[src/design/fpmsr_pkg.sv]
// ----------------------------------------------------------------------------
// fpmsr_pkg
// shared types and constants for the four-pad multitap serial reader
// ----------------------------------------------------------------------------
package fpmsr_pkg;

    localparam int unsigned NUM_PADS      = 4;
    localparam int unsigned BITS_PER_PAD  = 12;
    localparam int unsigned BUTTONS_W     = NUM_PADS * BITS_PER_PAD;
    localparam int unsigned COUNT_W       = 5;
    localparam int unsigned STEP_W        = 4;

    // counter milestones
    localparam logic [COUNT_W-1:0] COUNT_BUTTONS = 5'd12;
    localparam logic [COUNT_W-1:0] COUNT_DONE    = 5'd16;

    // fixed answers on the data line
    localparam logic [1:0] DETECT_CODE = 2'd2;
    localparam logic [1:0] DONE_CODE   = 2'd3;
    localparam logic [1:0] IDLE_CODE   = 2'd0;

    // button positions inside one pad word
    localparam int unsigned BTN_UP    = 4;
    localparam int unsigned BTN_DOWN  = 5;
    localparam int unsigned BTN_LEFT  = 6;
    localparam int unsigned BTN_RIGHT = 7;

    typedef enum logic
    {
        OP_LATCH = 1'b0,
        OP_READ  = 1'b1
    } op_t;

    typedef logic [BITS_PER_PAD-1:0] pad_word_t;

endpackage

[src/design/fpmsr_pair_read.sv]
// ----------------------------------------------------------------------------
// fpmsr_pair_read
// picks one button bit from each pad of the selected pair
// ----------------------------------------------------------------------------
module fpmsr_pair_read
    import fpmsr_pkg::*;
(
    input  logic [BUTTONS_W-1:0] buttons,
    input  logic                 io_select,
    input  logic [STEP_W-1:0]    step,
    output logic [1:0]           pair_data
);

    pad_word_t pad_first;
    pad_word_t pad_second;
    pad_word_t mask_first;
    pad_word_t mask_second;

    // io select high means pads 0/1, low means pads 2/3
    always_comb
    begin
        if (io_select)
        begin
            pad_first  = buttons[0*BITS_PER_PAD +: BITS_PER_PAD];
            pad_second = buttons[1*BITS_PER_PAD +: BITS_PER_PAD];
        end
        else
        begin
            pad_first  = buttons[2*BITS_PER_PAD +: BITS_PER_PAD];
            pad_second = buttons[3*BITS_PER_PAD +: BITS_PER_PAD];
        end
    end

    // opposite directions cancel each other
    always_comb
    begin
        mask_first             = pad_first;
        mask_first[BTN_UP]     = pad_first[BTN_UP]    & ~pad_first[BTN_DOWN];
        mask_first[BTN_DOWN]   = pad_first[BTN_DOWN]  & ~pad_first[BTN_UP];
        mask_first[BTN_LEFT]   = pad_first[BTN_LEFT]  & ~pad_first[BTN_RIGHT];
        mask_first[BTN_RIGHT]  = pad_first[BTN_RIGHT] & ~pad_first[BTN_LEFT];
        mask_second            = pad_second;
        mask_second[BTN_UP]    = pad_second[BTN_UP]    & ~pad_second[BTN_DOWN];
        mask_second[BTN_DOWN]  = pad_second[BTN_DOWN]  & ~pad_second[BTN_UP];
        mask_second[BTN_LEFT]  = pad_second[BTN_LEFT]  & ~pad_second[BTN_RIGHT];
        mask_second[BTN_RIGHT] = pad_second[BTN_RIGHT] & ~pad_second[BTN_LEFT];
    end

    always_comb
    begin
        if ({1'b0, step} < COUNT_BUTTONS)
        begin
            pair_data = {mask_second[step], mask_first[step]};
        end
        else
        begin
            pair_data = IDLE_CODE;
        end
    end

endmodule

[src/design/four_pad_multitap_serial_reader.sv]
// ----------------------------------------------------------------------------
// four_pad_multitap_serial_reader
// four-pad multitap behind one serial controller port
// ----------------------------------------------------------------------------
// usage
//   input channel (in_valid/in_ready) carries one port access per transfer:
//   operation selects a latch line write or a data read. a latch write that
//   changes the level clears both pair counters, and a falling latch also
//   snapshots pad_buttons. a latch write gives no result.
//   output channel (out_valid/out_ready) returns read_data for every read.
// pipeline / throughput
//   an accepted item is held in the input register, then its result is
//   loaded into the output register, which drives read_data. one item per
//   cycle is sustained while the receiver keeps out_ready high, set by the
//   update of the latch/counter state in the work stage.
// reset
//   rst_n low clears the latch level, both counters, the captured buttons
//   and both valid flags.
// stalls
//   while out_ready is low and a result waits, a read in the input register
//   holds and in_ready drops; latch writes still pass since they give no
//   result.
// ----------------------------------------------------------------------------
module four_pad_multitap_serial_reader
    import fpmsr_pkg::*;
(
    input  logic                 clk,
    input  logic                 rst_n,
    input  logic                 in_valid,
    output logic                 in_ready,
    input  logic                 operation,
    input  logic                 latch_level,
    input  logic                 io_select,
    input  logic [BUTTONS_W-1:0] pad_buttons,
    output logic                 out_valid,
    input  logic                 out_ready,
    output logic [1:0]           read_data
);

    // input register
    logic                 s1_valid_reg;
    op_t                  s1_op_reg;
    logic                 s1_level_reg;
    logic                 s1_sel_reg;
    logic [BUTTONS_W-1:0] s1_buttons_reg;

    // block state
    logic                 latch_reg;
    logic                 latch_next;
    logic [COUNT_W-1:0]   count_one_reg;
    logic [COUNT_W-1:0]   count_one_next;
    logic [COUNT_W-1:0]   count_two_reg;
    logic [COUNT_W-1:0]   count_two_next;
    logic [BUTTONS_W-1:0] captured_reg;
    logic [BUTTONS_W-1:0] captured_next;

    // output register
    logic                 out_valid_reg;
    logic                 out_valid_next;
    logic [1:0]           out_data_reg;
    logic [1:0]           out_data_next;

    logic                 s1_is_read;
    logic                 s1_fire;
    logic [COUNT_W-1:0]   count_sel;
    logic [1:0]           pair_data;

    assign s1_is_read = (s1_op_reg == OP_READ);

    // a read advances only when the output slot is free or draining
    assign s1_fire  = s1_valid_reg && (!s1_is_read || !out_valid_reg || out_ready);
    assign in_ready = !s1_valid_reg || s1_fire;

    assign count_sel = s1_sel_reg ? count_one_reg : count_two_reg;

    fpmsr_pair_read u_pair_read
    (
        .buttons   (captured_reg),
        .io_select (s1_sel_reg),
        .step      (count_sel[STEP_W-1:0]),
        .pair_data (pair_data)
    );

    // work stage: state update and result for the item in the input register
    always_comb
    begin
        latch_next     = latch_reg;
        count_one_next = count_one_reg;
        count_two_next = count_two_reg;
        captured_next  = captured_reg;
        out_valid_next = out_valid_reg && !out_ready;
        out_data_next  = out_data_reg;

        if (s1_fire)
        begin
            if (!s1_is_read)
            begin
                // only a level change has any effect
                if (s1_level_reg != latch_reg)
                begin
                    latch_next     = s1_level_reg;
                    count_one_next = '0;
                    count_two_next = '0;
                    if (!s1_level_reg)
                    begin
                        captured_next = s1_buttons_reg;
                    end
                end
            end
            else
            begin
                out_valid_next = 1'b1;
                priority if (latch_reg)
                begin
                    // device detect while latched
                    out_data_next = DETECT_CODE;
                end
                else if (count_sel >= COUNT_DONE)
                begin
                    // counter saturated
                    out_data_next = DONE_CODE;
                end
                else
                begin
                    out_data_next = pair_data;
                    if (s1_sel_reg)
                    begin
                        count_one_next = count_one_reg + COUNT_W'(1);
                    end
                    else
                    begin
                        count_two_next = count_two_reg + COUNT_W'(1);
                    end
                end
            end
        end
    end

    always_ff @(posedge clk or negedge rst_n)
    begin
        if (!rst_n)
        begin
            s1_valid_reg  <= 1'b0;
            latch_reg     <= 1'b0;
            count_one_reg <= '0;
            count_two_reg <= '0;
            captured_reg  <= '0;
            out_valid_reg <= 1'b0;
        end
        else
        begin
            if (in_ready)
            begin
                s1_valid_reg <= in_valid;
            end
            latch_reg     <= latch_next;
            count_one_reg <= count_one_next;
            count_two_reg <= count_two_next;
            captured_reg  <= captured_next;
            out_valid_reg <= out_valid_next;
        end
    end

    // payload registers
    always_ff @(posedge clk)
    begin
        if (in_valid && in_ready)
        begin
            s1_op_reg      <= op_t'(operation);
            s1_level_reg   <= latch_level;
            s1_sel_reg     <= io_select;
            s1_buttons_reg <= pad_buttons;
        end
        out_data_reg <= out_data_next;
    end

    assign out_valid = out_valid_reg;
    assign read_data = out_data_reg;

endmodule

[config.mk]
export PLATFORM = sky130hd
export DESIGN_NAME = four_pad_multitap_serial_reader
export DESIGN_NICKNAME = d
export VERILOG_FILES = /design/src/design/fpmsr_pkg.sv /design/src/design/fpmsr_pair_read.sv /design/src/design/four_pad_multitap_serial_reader.sv
export SDC_FILE = /design/constraint.sdc
export NUM_CORES = 1
export LEC_CHECK = 0
export BUFFER_PORTS_ARGS = -buffer_cell sky130_fd_sc_hd__buf_2
export CORE_UTILIZATION = 55
export DETAILED_ROUTE_END_ITERATION = 10
export GPL_ROUTABILITY_DRIVEN = 0
export PLACE_DENSITY_LB_ADDON = 0.1
export SLEW_MARGIN = 25
export SYNTH_ARGS = -nofsm -noshare
export SYNTH_HDL_FRONTEND = slang
export SYNTH_SLANG_ARGS = --single-unit
[constraint.sdc]
create_clock -name clk -period 4.7 [get_ports clk]
set_clock_uncertainty 0.05 [all_clocks]
set_input_delay 1.175 -clock clk [delete_from_list [all_inputs] [get_ports clk]]
set_output_delay 1.175 -clock clk [all_outputs]
set_load 0.01 [all_outputs]
* Word-level counts from Yosys, hierarchy flattened
Index checks and enable logic that the tools add are counted.
** Storage, ports and cells
- Register bits :: 114
- Logic and storage cells :: 77
- Output and inout bits :: 4
** Cells by class
- Bitwise operators :: 18
- Magnitude comparators :: 3
- Muxes and demuxes :: 20
- Eq/ne operators :: 5
- Reductions and logical operators :: 17
- Add/subtract/negate cells :: 2
** Operators by type and width (count)
- $mux W5 :: 10
- $mux W12 :: 2
- $add A5 B1 Y5 const B :: 2
- $not A1 Y1 :: 10
- $reduce_and A5 Y1 :: 2
- $and A1 B1 Y1 :: 8
- $bmux W1 S4 :: 2
- $ne A2 B2 Y1 const B :: 3
- $ge A5 B5 Y1 const B :: 1
- $lt A4 B5 Y1 const B :: 1
- $mux W1 :: 5
- $logic_not A1 Y1 :: 4
- $lt A4 B4 Y1 const B :: 1
- $reduce_and A4 Y1 :: 1
- $logic_and A1 B1 Y1 :: 3
- $logic_or A1 B1 Y1 :: 3
- $reduce_and A3 Y1 :: 1
- $mux W2 :: 1
- $ne A2 B1 Y1 const B :: 1
- $reduce_and A2 Y1 :: 1
- $reduce_bool A2 Y1 :: 1
- $reduce_or A2 Y1 :: 1
- $ne A1 B1 Y1 :: 1

* Depth between registers and ports, before layout
- Depth after elaboration :: 7
- Mapped depth :: 7

* By module
From an unflattened synthesis, not the netlist that was laid out.
** Unflattened totals
- Cells, all modules :: 300
- Area, all modules :: 4693.3 µm²
** Modules (own cells, without submodules)
- four_pad_multitap_serial_reader :: sequential area each 3118.0 µm², cells each 239, instances 1, area an instance 4186.5 µm²
- fpmsr_pair_read :: sequential area each 0.0 µm², cells each 61, instances 1, area an instance 506.7 µm²

* Worst setup path before layout
No wires, ideal clock.
- Kind :: input port to flip-flop
- Start point :: input port out_ready
- End point :: register s1_buttons_reg[0] (enable)
- Data arrival time :: 2.676 ns
- Stages :: 3
- Buffers on the path :: 0
- Setup slack :: 1.560 ns
- Library setup time :: 0.414 ns
- Cell sequence :: nor2b_1 -> nand3_1 -> and2_1
** Between the ends
- Cells in the longest elaborated chain, start to end :: 4
** Ends and longest elaborated chain
- from (decl) :: RTL line four_pad_multitap_serial_reader.sv:36 : input logic out_ready,
- $logic_or A1 B1 Y1 :: RTL line four_pad_multitap_serial_reader.sv:71 : assign s1_fire = s1_valid_reg && (!s1_is_read || !out_valid_reg || out_ready);
- $logic_and A1 B1 Y1 :: RTL line four_pad_multitap_serial_reader.sv:71
- $logic_or A1 B1 Y1 :: RTL line four_pad_multitap_serial_reader.sv:72 : assign in_ready = !s1_valid_reg || s1_fire;
- named net in_ready :: RTL line four_pad_multitap_serial_reader.sv:30 : output logic in_ready,
- $logic_and A1 B1 Y1 :: RTL line four_pad_multitap_serial_reader.sv:167 : if (in_valid && in_ready)
- to (signal assigned) :: RTL line four_pad_multitap_serial_reader.sv:172 : s1_buttons_reg <= pad_buttons;
- to (decl) :: RTL line four_pad_multitap_serial_reader.sv:45 : logic [BUTTONS_W-1:0] s1_buttons_reg;
The timed path passes the listed nets, and every way through them passes these cells.
A chain may end at the register's enable or synchronous reset.

* Final worst setup path
- Start point :: input port out_ready
- End point :: output port in_ready
** Between the ends
- Cells in the longest elaborated chain, start to end :: 3
** Ends and longest elaborated chain (RTL line)
- $logic_or A1 B1 Y1 :: four_pad_multitap_serial_reader.sv:71
- $logic_and A1 B1 Y1 :: four_pad_multitap_serial_reader.sv:71
- $logic_or A1 B1 Y1 :: four_pad_multitap_serial_reader.sv:72
- to (decl) :: four_pad_multitap_serial_reader.sv:30
Every way passes these cells.

==> metrics.md <==
| Metric | Value |
|---|---|
| Crit Reg-Reg Startpoint | `s1_sel_reg$_DFFE_PP_` |
| Final hold viol count | `0` |
| FMAX | `0.3160 GHz` |
| Worst skew pair latency | `500 ps` |
| CTS buffer count | `17` |
| Placed cells | `447` |
| WL per Instance | `16.56 um` |
| Worst VDD drop | `0.2947 mV` |
| DIE HEIGHT | `94.12 um` |
| Setup repair bufs after CTS | `0` |
| Most area-consuming cells after synthesis | `edfxtp_1 34%, dfrtp_1 33%, mux2_2 10%` |
| Pre-antenna DRT Iters | `4` |
| Max cap viols | `0` |
| LEAKAGE | `2.344 nW` |
| Die Wd | `94.12 um` |
| WL final | `7.917 mm` |
| Synth unique cells | `47` |
| Crit path time final | `3164 ps` |
| Htree depth | `4` |
| Relative slew slack | `0.4568` |
| Setup TNS | `0 ps` |
| RSZ-0062 raised after global routing | `no` |
| Grt ovf | `0` |
| Final worst-path cycle share | `0.6732` |
| Syn nets | `352` |
| Most common cell after layout, fill and taps aside | `dfrtp_1` |
| Vias | `2595` |
| Ant. Diodes | `0` |
| DRT iter0 DRCs | `109` |
| Worst hold stages | `1` |
| Critical Path Sink Type | `primary output` |
| DRC Markers | `0` |
| Final setup violation count | `0` |
| Hold buffers post-CTS | `0` |
| Synthesized area per cell | `15.82 um^2` |
| Critical path type | `input pin to primary output` |
| Number of cells on the worst reg-to-reg path | `4` |
| Global-route wire length before repair | `12.66 mm` |
| Post-CTS Resized | `0` |
| Syn Inst Count | `295` |
| Share of layout cells above drive strength 1 | `0.3807` |
| Worst EP arrival | `1940 ps` |
| Worst Hold Endpoint | `captured_reg[3]$_DFFE_PN0P_` |
| Row count | `33` |
| Status | `finished clean` |
| Reg-to-Reg End | `read_data[0]$_SDFFCE_PP0P_` |
| Met1 Track Usage GR | `0.2559` |
| Pins Over Slew Limit | `0` |
| Global-route usage over all layers | `0.1999` |
| Sink Count | `114` |
| EDFF count, synth | `53` |
| Synth-to-Final Area Change | `19.89%` |
| Yosys top cell area share | `0.3410` |
| Largest net degree at the start of global routing | `52` |
| Async SR Flop Fraction | `0.5351` |
| Hold Startpoint | `s1_buttons_reg[3]$_DFFE_PP_` |
| Initial antenna violation count | `0` |
| Initial Util | `0.5680` |
| Most frequent cells in the layout | `61 x dfrtp_1, 58 x buf_2, 53 x edfxtp_1, 43 x mux2_2, 19 x mux2i_1` |
| CTS tree | `built` |
| Required @ worst endpoint | `3470 ps` |
| GR Util met2 | `0.3120` |
| Yosys warning total | `0` |
| I/O pins | `59` |
| Yosys reg bits | `114` |
| Core Region | `8217 um^2` |
| Power per cell area | `549.2 nW/um^2` |
| Met3 Usage GRT | `0.06715` |
| Vias per inst | `5.429` |
| Largest area contributor in the netlist | `edfxtp_1` |
| Number of global-route vias before repair | `2579` |
| Grt peak-use layer | `met2` |
| Worst hold path class | `flip-flop to flip-flop` |
| Most used DFF post-synth | `dfrtp_1` |
| Crit path max fanout | `4` |
| CTS max path bufs | `2` |
| Clock Tree Root | `clkbuf_8` |
| Finished Layout Cells | `478` |
| Worst-Margin Slew | `814.8 ps` |
| R2R Setup Slk | `1910 ps` |
| Final ANT Viol Nets | `0` |
| Clock Pin Slew Worst Setup and Hold Paths | `50 ps` |
| Crit start category | `input pin` |
| Die ar. | `8858 um^2` |
| # nets final | `419` |
| # port buffers | `58` |
| Sequential element share of the synthesized area | `0.6681` |
| Dpl hpwl | `4.937 mm` |
| Synthesized area | `4667 um^2` |
| Hold slack final | `421.0 ps` |
## routing by layer
layer | part of all wire | vias up
li1 | - | 1233
met1 | 0.45 | 1281
met2 | 0.49 | 73
met3 | 0.046 | 8
met4 | 0.012 | 0
met5 | 0 | -
## synth_stat cells, types with 2 or more instances
cell type / count
a21oi_1: 3
a31oi_1: 6
and2_1: 3
and3_1: 3
buf_2: 8
buf_4: 2
buf_6: 3
dfrtp_1: 61
edfxtp_1: 53
ha_1: 2
inv_1: 2
mux2_1: 8
mux2_2: 43
mux2i_1: 19
mux4_2: 2
nand2_1: 12
nand2b_1: 5
nand3_1: 5
nor2_1: 11
nor2b_1: 4
nor3_1: 4
o21a_1: 2
o21ai_0: 8
xor2_1: 3
## per-stage QoR
step / total power [mW] / cell area (um^2) / utilization / worst slack, ps
2_1_floorplan: 1.795 / 4667 / - / 1560
3_3_place_gp: 1.918 / 5030 / 0.6122 / 1594
3_5_place_dp: 1.944 / 5051 / 0.6147 / 1539
4_1_cts: 3.093 / 5584 / 0.6796 / 1524
5_1_grt: 3.214 / 5595 / 0.6810 / 1411
6_report: 3.073 / 5595 / 0.6810 / 1536
## cells by family (layout without fill, tap and decap cells)
group                    Yosys count  in the layout  share of synthesized area
AND/OR/NAND/NOR                   55             55                    0.06381
multiplexers                      75             75                     0.1871
XOR/XNOR                           5              5                    0.01099
AO/OA/AOI/OAI                     28             28                    0.04290
buffers and inverters             16             94                    0.02171
adder cells (fa/ha/maj)            2              2                   0.005361
flip-flops                       114            114                     0.6681
## worst max-delay path by stage
stage / slack (ps) / endpoint / start / depth (start not counted)
final: 1540 / in_ready / out_ready / 4
after floorplan: 1560 / s1_buttons_reg[0]$_DFFE_PP_ / out_ready / 3
after CTS: 1520 / in_ready / out_ready / 4
after global placement: 1590 / in_ready / out_ready / 4
after global routing: 1410 / in_ready / out_ready / 4
after detailed placement: 1540 / in_ready / out_ready / 4
## report_power, final
| group | leakage [nW] | switching (mW) | internal, mW | total (mW) |
|---|---|---|---|---|
| combinational | 0.832 | 0.214 | 0.295 | 0.509 |
| clock | 0.250 | 0.424 | 0.716 | 1.14 |
| sequential | 1.26 | 0.162 | 1.26 | 1.42 |
| total | 2.34 | 0.800 | 2.27 | 3.07 |
## worst max-delay path: stages
cell	delay, ps
buf_2	90
nor2b_1	320
nand3_1	170
buf_2	180
## final cells by class
cell class / count / area [um^2]
Sequential cell: 114 / 3118
Timing Repair Buffer: 62 / 349.1
Clock inverter: 10 / 87.58
Fill cell: 594 / 2621
Tap cell: 105 / 131.4
Clock buffer: 20 / 445.4
Multi-Input combinational cell: 165 / 1456
Inverter: 2 / 7.507
No activity file was read; power rests on OpenSTA's default activity.
